===== src/rtl/assert_macros.svh =====
// Assertion macros shared by the timer queue RTL.
// Expects a clock clk_i and an active-low reset rst_ni in the including scope.
`ifndef ASSERT_MACROS_SVH
`define ASSERT_MACROS_SVH

// Property that must hold at every clock edge outside reset.
`define ASSERT_PROP(lbl, prop, msg) \
  lbl: assert property (@(posedge clk_i) disable iff (!rst_ni) (prop)) else $error(msg);

// Condition that must never be seen at a clock edge outside reset.
`define ASSERT_NEVER(lbl, cond, msg) \
  `ASSERT_PROP(lbl, !(cond), msg)

`endif


===== src/rtl/dlq_pkg.sv =====
// Types and constants of the deadline timer queue.
// Used by dlq_cell, deadline_timer_queue_unit, timer_queue_checker and tb; depends on nothing else.
package dlq_pkg;

  localparam int unsigned TimeW     = 63;
  localparam int unsigned PeriodW   = 32;
  localparam int unsigned MinDelayW = 20;
  localparam int unsigned OutIdW    = 4;
  // Wide enough for any slot id up to the largest supported depth.
  localparam int unsigned MaxIdW    = 6;
  localparam int unsigned MaxRes    = 16;
  localparam int unsigned ResCntW   = $clog2(MaxRes + 1);
  localparam int unsigned ResIdxW   = $clog2(MaxRes);

  localparam logic [MinDelayW-1:0] MinDelayReset = MinDelayW'(100);

  localparam logic CmdAdd  = 1'b0;
  localparam logic CmdTick = 1'b1;

  typedef enum logic [1:0] {
    StAdded   = 2'd0,
    StExpired = 2'd1,
    StNone    = 2'd2,
    StFull    = 2'd3
  } dlq_status_e;

  typedef struct packed {
    logic               cmd;
    logic [TimeW-1:0]   now;
    logic [TimeW-1:0]   deadline;
    logic [PeriodW-1:0] period;
  } dlq_item_t;

  typedef struct packed {
    dlq_status_e        status;
    logic [OutIdW-1:0]  timer_id;
    logic               earliest_changed;
    logic               next_valid;
    logic [TimeW-1:0]   next_delay;
    logic               last;
  } dlq_result_t;

  // Broadcast from the controller to every cell.
  typedef struct packed {
    logic               wr_en;
    logic               pick_en;
    logic               clr_pick;
    logic [MaxIdW-1:0]  idx;
    logic [TimeW-1:0]   now;
    logic [TimeW-1:0]   deadline;
    logic [PeriodW-1:0] period;
  } dlq_cmd_t;

  // Running search results handed from cell to cell.
  typedef struct packed {
    logic              sel_vld;
    logic [TimeW-1:0]  sel_dl;
    logic [MaxIdW-1:0] sel_id;
    logic              min_vld;
    logic [TimeW-1:0]  min_dl;
    logic              free_vld;
    logic [MaxIdW-1:0] free_id;
  } dlq_acc_t;

endpackage


===== src/rtl/dlq_cell.sv =====
// One timer slot of the queue and its stage of the search chain.
// Depends on dlq_pkg.
module dlq_cell import dlq_pkg::*; (
  input  logic              clk_i,
  input  logic              rst_ni,
  input  logic [MaxIdW-1:0] cell_id_i,
  input  dlq_cmd_t          cmd_i,
  input  dlq_acc_t          acc_i,
  output dlq_acc_t          acc_o
);

  logic               busy_q, busy_d;
  logic               picked_q, picked_d;
  logic               due_q;
  logic [TimeW-1:0]   deadline_q, deadline_d;
  logic [PeriodW-1:0] period_q, period_d;
  dlq_acc_t           acc_q, acc_d;
  logic               hit;
  logic [TimeW:0]     rearm_sum;
  logic [TimeW-1:0]   rearm_dl;

  assign hit       = (cmd_i.idx == cell_id_i);
  assign rearm_sum = {1'b0, cmd_i.now} + (TimeW + 1)'(period_q);
  // The rearmed deadline saturates at the largest time value.
  assign rearm_dl  = rearm_sum[TimeW] ? '1 : rearm_sum[TimeW-1:0];

  always_comb begin
    busy_d     = busy_q;
    picked_d   = picked_q;
    deadline_d = deadline_q;
    period_d   = period_q;
    if (cmd_i.clr_pick) begin
      picked_d = 1'b0;
    end
    if (cmd_i.wr_en && hit) begin
      busy_d     = 1'b1;
      deadline_d = cmd_i.deadline;
      period_d   = cmd_i.period;
    end
    if (cmd_i.pick_en && hit) begin
      picked_d = 1'b1;
      if (period_q != '0) begin
        deadline_d = rearm_dl;
      end else begin
        busy_d = 1'b0;
      end
    end
  end

  // Each lane keeps the incoming word unless this slot beats it; a strict compare
  // lets the lower slot id win a tie, since ids rise along the chain.
  always_comb begin
    acc_d = acc_i;
    if (due_q && (!acc_i.sel_vld || deadline_q < acc_i.sel_dl)) begin
      acc_d.sel_vld = 1'b1;
      acc_d.sel_dl  = deadline_q;
      acc_d.sel_id  = cell_id_i;
    end
    if (busy_q && (!acc_i.min_vld || deadline_q < acc_i.min_dl)) begin
      acc_d.min_vld = 1'b1;
      acc_d.min_dl  = deadline_q;
    end
    if (!busy_q && !acc_i.free_vld) begin
      acc_d.free_vld = 1'b1;
      acc_d.free_id  = cell_id_i;
    end
  end

  always_ff @(posedge clk_i or negedge rst_ni) begin
    if (!rst_ni) begin
      busy_q   <= 1'b0;
      picked_q <= 1'b0;
      due_q    <= 1'b0;
      acc_q    <= '0;
    end else begin
      busy_q   <= busy_d;
      picked_q <= picked_d;
      due_q    <= busy_q && !picked_q && (deadline_q <= cmd_i.now);
      acc_q    <= acc_d;
    end
  end

  always_ff @(posedge clk_i) begin
    deadline_q <= deadline_d;
    period_q   <= period_d;
  end

  assign acc_o = acc_q;

endmodule


===== config.mk =====
export PLATFORM = sky130hd
export DESIGN_NAME = dlq_cell
export DESIGN_NICKNAME = d
export VERILOG_FILES = /design/src/rtl/assert_macros.svh /design/src/rtl/dlq_pkg.sv /design/src/rtl/dlq_cell.sv
export SDC_FILE = /design/constraint.sdc
export NUM_CORES = 1
export LEC_CHECK = 0
export CAP_MARGIN = 20
export CORE_ASPECT_RATIO = 0.8
export CORE_MARGIN = 2
export CORE_UTILIZATION = 40
export CTS_CLUSTER_DIAMETER = 200
export DETAILED_ROUTE_END_ITERATION = 8
export DONT_BUFFER_PORTS = 1
export PLACE_DENSITY_LB_ADDON = 0.3
export SETUP_SLACK_MARGIN = 0.2
export SLEW_MARGIN = 10
export SYNTH_ARGS = -nofsm -noshare
export SYNTH_HDL_FRONTEND = slang
export SYNTH_SLANG_ARGS = --single-unit
export TNS_END_PERCENT = 20

===== constraint.sdc =====
create_clock -name clk_i -period 7.4 [get_ports clk_i]
set_clock_uncertainty 0.1 [all_clocks]
set_input_delay 0.74 -clock clk_i [delete_from_list [all_inputs] [get_ports clk_i]]
set_output_delay 0.74 -clock clk_i [all_outputs]
set_load 0.1 [all_outputs]

-- After elaboration in Yosys (flattened, before gate mapping)
Index checks and enable logic that the tools add are counted.
- equal/unequal tests: 1
- reductions and logical operators: 16
- muxes and demuxes: 12
- magnitude comparators: 3
- add/subtract/negate cells: 1
- operators with widths (cell ; number):
    63-bit 2-to-1 mux ; 4
    63-bit < comparator ; 2
    70-bit 2-to-1 mux ; 1
    63-bit by 32-bit adder with 64-bit output ; 1
    64-bit 2-to-1 mux ; 1
    63-bit less-or-equal comparator ; 1
    32-bit nonzero test ; 1
    1-bit logical AND ; 7
    7-bit 2-to-1 mux ; 1
    6-bit == test ; 1
    1-bit logical NOT ; 5
    1-bit 2-to-1 mux ; 5
    1-bit logical OR ; 2
    2-bit nonzero test ; 1
- output and inout port bits: 141
- word-level logic and storage cells: 45
- bits in registers: 239
- bits of input ports: 316

-- Depth between registers and ports, before layout
- word-level depth: 5
- gate-level depth with buffers: 13
- mapped depth without buffers: 11

-- Worst setup path after synthesis
No wires, ideal clock.
- path type: input -> register
- start point: in acc_i[103] in the netlist's numbering
- end point: reg acc_q, in the netlist acc_o[130]
- stages on the path: 10
- data required time: 7173 ps
- data arrival time: 2918 ps
- setup slack: 4255 ps
- setup time: 127 ps
- path buffers: 2
- cells stage by stage: inv_1 ha_1 nand4_1 or4_1 o31ai_1 a211oi_2 o21ai_1 buf_2 buf_6 mux2_1
- RTL lines (element ; RTL line ; RTL):
    from (decl) ; dlq_cell.sv:8 ; input dlq_acc_t acc_i,
    to (signal assigned) ; dlq_cell.sv:74 ; acc_q <= '0;
    to (signal assigned) ; dlq_cell.sv:79 ; acc_q <= acc_d;
    to (decl) ; dlq_cell.sv:17 ; dlq_acc_t acc_q, acc_d;

-- Final worst setup path
- start point: reg period_q[1]
- end point: reg deadline_q[34]
- cells in the longest elaborated chain, start to end: 4
- elaborated cells between the ends (all ways): 5
- those cells by class: add/sub: 1; mux: 3; reduce/logical: 1
- ends and longest elaborated chain (element ; RTL line ; RTL):
    from (decl) ; dlq_cell.sv:16 ; logic [PeriodW-1:0] period_q, period_d;
    from (signal assigned) ; dlq_cell.sv:85 ; period_q <= period_d;
    63-bit by 32-bit adder with 64-bit output ; dlq_cell.sv:23 ; assign rearm_sum = {1'b0, cmd_i.now} + (TimeW + 1)'(period_q);
    63-bit 2-to-1 mux ; dlq_cell.sv:25 ; assign rearm_dl = rearm_sum[TimeW] ? '1 : rearm_sum[TimeW-1:0];
    63-bit 2-to-1 mux * ; dlq_cell.sv:42 ; if (period_q != '0) begin
    63-bit 2-to-1 mux * ; dlq_cell.sv:40 ; if (cmd_i.pick_en && hit) begin
    named net deadline_d[34] ; dlq_cell.sv:15 ; logic [TimeW-1:0] deadline_q, deadline_d;
    to (signal assigned) ; dlq_cell.sv:84 ; deadline_q <= deadline_d;
    to (decl) ; dlq_cell.sv:15 ;
Mark *: on every way through the listed nets, which the timed path passes. The rest lies on a longest branch.
A chain may end at the register's enable or synchronous reset.

==> flow_metrics.tcl <==
set metrics [dict create \
    max-slew-margin-rel_pct 30.86 \
    die_y_um 181.8 \
    clock_latency_ps 560 \
    period_share_pct 59.87 \
    rsz0062_at_grt "false" \
    ys_seq_area_share_pct 36.85 \
    yosysMostFrequentCell "ha_1" \
    postLayoutSetupSlackWorst_ps 2970 \
    drive_gt1_share_pct 10.90 \
    avgRoutedWirePerCell_um 23.79 \
    synth.top_cell.area_share_pct 22.79 \
    crit_family "compound AO/OA/AOI/OAI gates" \
    syn_area_per_cell_sq_um 9.753 \
    synthesis.area_sq_um 15810 \
    portBuffers 0 \
    coreArea_sq_um 39200 \
    cpMostUsedCell "a21oi_4" \
    ys.flop_type "dfrtp_1" \
    slowest_delay_ps 750 \
    postCtsSetupRepairBufs 0 \
    seqPwrFrac_pct 55.2 \
    ant_nets 0 \
    cpMaxStageDelayCell "a21oi_4" \
    cp.arrival_ps 4740 \
    synthArstFlopShare_pct 60.25 \
    synth_top_family_by_area "adder cells" \
    pre_cts_slack_ps 2690 \
    overflow 0 \
    dieArea_sq_um 41140 \
    numClockSinks 239 \
    cts_hold_buf 1 \
    grt_pass1_vias 12520 \
    ys_seq_elements 239 \
    end_kind "flop" \
    synthAdderAreaFrac_pct 17.46 \
    power_mw 7.574 \
    yosysWarnings 0 \
    path_clk_slew_ps 70 \
    cts_buffers 27 \
    crit_fanout 35 \
    setup-tns-final_ps 0 \
    start_util_pct 40.33 \
    synth_xor_area_share_pct 3.380 \
    synthSimpleGateAreaFrac_pct 11.08 \
    synthTopCellsByArea "dfrtp_1, ha_1, dfxtp_1" \
    comb_power_share_pct 26.0 \
    yosysTopAreaCell "dfrtp_1" \
    fin_crit_ps 4430 \
    drv_cap 0 \
    globalplace.congestion 0.9089 \
    synthToLayoutAreaGrowth_pct 9.656 \
    totalWireLength_um 51740 \
    outcome "complete, no violations" \
    hold_viol 0 \
    p_per_area_nw_per_um2 436.9 \
    nFillCells 3757 \
    clockRootBuffer "clkbuf_16" \
    worst_ep_required_time_ps 7700 \
    place_hpwl_um 40290 \
    swShare_pct 53.09 \
    tightest_slew_ps 1037 \
    fp.dieW_um 226.3 \
    peakVddDrop_v 0.0002773 \
    post_cts_resized 0 \
    hp-class "input pin to asynchronous set/reset pin" \
    cp-start-kind "flop" \
    row_count 65 \
    finalSetupViolations 0 \
    antenna_found_initial 8 \
    p_switching_mw 4.021 \
    worst-path-buf-inv 1 \
    io-pin-count 457 \
    cts_tree "built" \
    p_int_mw 3.553 \
    nets 2148 \
    yosys.cell_types.count 65 \
    synth_edf_count 32 \
    path_cells "ha_1 > a211oi_1 > o211ai_1 > a31oi_1 > o32a_1 > a21oi_4 > and2_1 > a21oi_4 > buf_4 > o31a_1 > a22oi_2" \
    leakage_nw 8.388 \
    clockBufferDepth 3 \
    crit_type "flop to flop" \
    synth_compound_area_share_pct 14.94 \
    muxShareOfSynthArea_pct 10.02 \
    drtIter0Drc 780 \
    track_usage_pct 24.68 \
    synth_nets 2157 \
    cts-htree-levels 1 \
    viasPerCell 5.673 \
    grt_max_degree 145 \
    synth_cells 1621 \
    grt_pass1_wl_um 77290 \
    clkPwrFrac_pct 18.8 \
    vias 12340 \
    detail_route.drc_violations 0 \
    fmax_mhz 225.7 \
    drv_slew 0 \
    synthTopCellsByCount "ha_1, inv_1, nand2_1, dfrtp_1, mux2_2" \
    drt_pass1_iterations 7 \
]
-- routing by layer --
| layer | track usage, % | routed length (um) | vias to the layer above |
|---|---|---|---|
| met2 | 38.60 | 23200 | 491 |
| met5 | 0 | 13 | - |
| li1 | - | - | 5830 |
| met3 | 8.172 | 5052 | 65 |
| met1 | 32.78 | 22200 | 5951 |
| met4 | 6.132 | 1268 | 2 |
-- final timing paths --
path / start / slack, ps / cells after the start / to
setup / recovery: period_q[1] / 2970 / 11 / deadline_q[34]
hold reg to reg: picked_q / 440 / 2 / picked_q
min in group clk_i: cmd_i[4] / 170 / 0 / period_q[4]
hold / removal: rst_ni / 90 / 1 / acc_o[19]
setup reg to reg: period_q[1] / 2970 / 11 / deadline_q[34]
max in group asynchronous: rst_ni / 6540 / 1 / acc_o[122]
-- layout by cell type (no fill, tap or decap), drive strengths merged, types with 14 or more instances in the layout --
cell type  netlist  routed
dfrtp          144     144
nor2            44      44
xor2            14      14
nand2          170     170
dfxtp           63      63
inv            204     205
clkbuf          24      41
a21oi           89      89
o21ai           43      43
mux2           138     138
nor3            15      15
nand4           57      57
a32oi           59      59
nand3           25      25
edfxtp          32      32
a21o            88      88
nor4            17      17
xnor2           47      47
ha             219     219
-- final cells by class --
class | count | area, sq um | area share, %
Multi-Input combinational cell | 1130 | 9015 | 52.00
Clock inverter | 9 | 123.9 | 0.7145
Inverter | 204 | 768.2 | 4.432
Antenna cell | 6 | 15.01 | 0.08661
Timing Repair Buffer | 10 | 107.6 | 0.6207
Tap cell | 536 | 670.6 | 3.869
Sequential cell | 239 | 5826 | 33.61
Clock buffer | 41 | 809.5 | 4.670
-- state kept, by name (all words and copies together) (netlist names) --
| register | cells |
|---|---|
| deadline_q | 63 |
| picked_q | 1 |
| due_q | 1 |
| acc_o | 141 |
| period_q | 32 |
| busy_q | 1 |
-- power by group through the flow --
stage	Combinational (mW)	Sequential [mW]	Clock [mW]
2_1_floorplan	1.50	4.00	0
3_5_place_dp	1.93	4.21	0
5_1_grt	2.24	4.24	1.51
3_3_place_gp	1.84	4.21	0
4_1_cts	1.97	4.18	1.46
6_report	1.97	4.18	1.42
-- cells by family after synthesis --
logic type / after synthesis
buffers and inverters: 252
AND/OR/NAND/NOR: 367
AO/OA/AOI/OAI: 341
XOR/XNOR: 61
multiplexers: 141
adder cells (fa/ha/maj): 220
flip-flops: 239
-- per-stage QoR --
stage                     hold slack (ps)  area, sq um  cells  util, %
after global routing                122.4        17330   2174    44.22
after global placement              348.2        16340   2117    41.68
after floorplan                     333.2        15810   1621        -
after CTS                           100.3        17320   2169    44.18
final                               91.01        17340   2175    44.22
after detailed placement            348.6        16360   2118    41.73
Note: power is estimated with default switching activity, not from simulation.
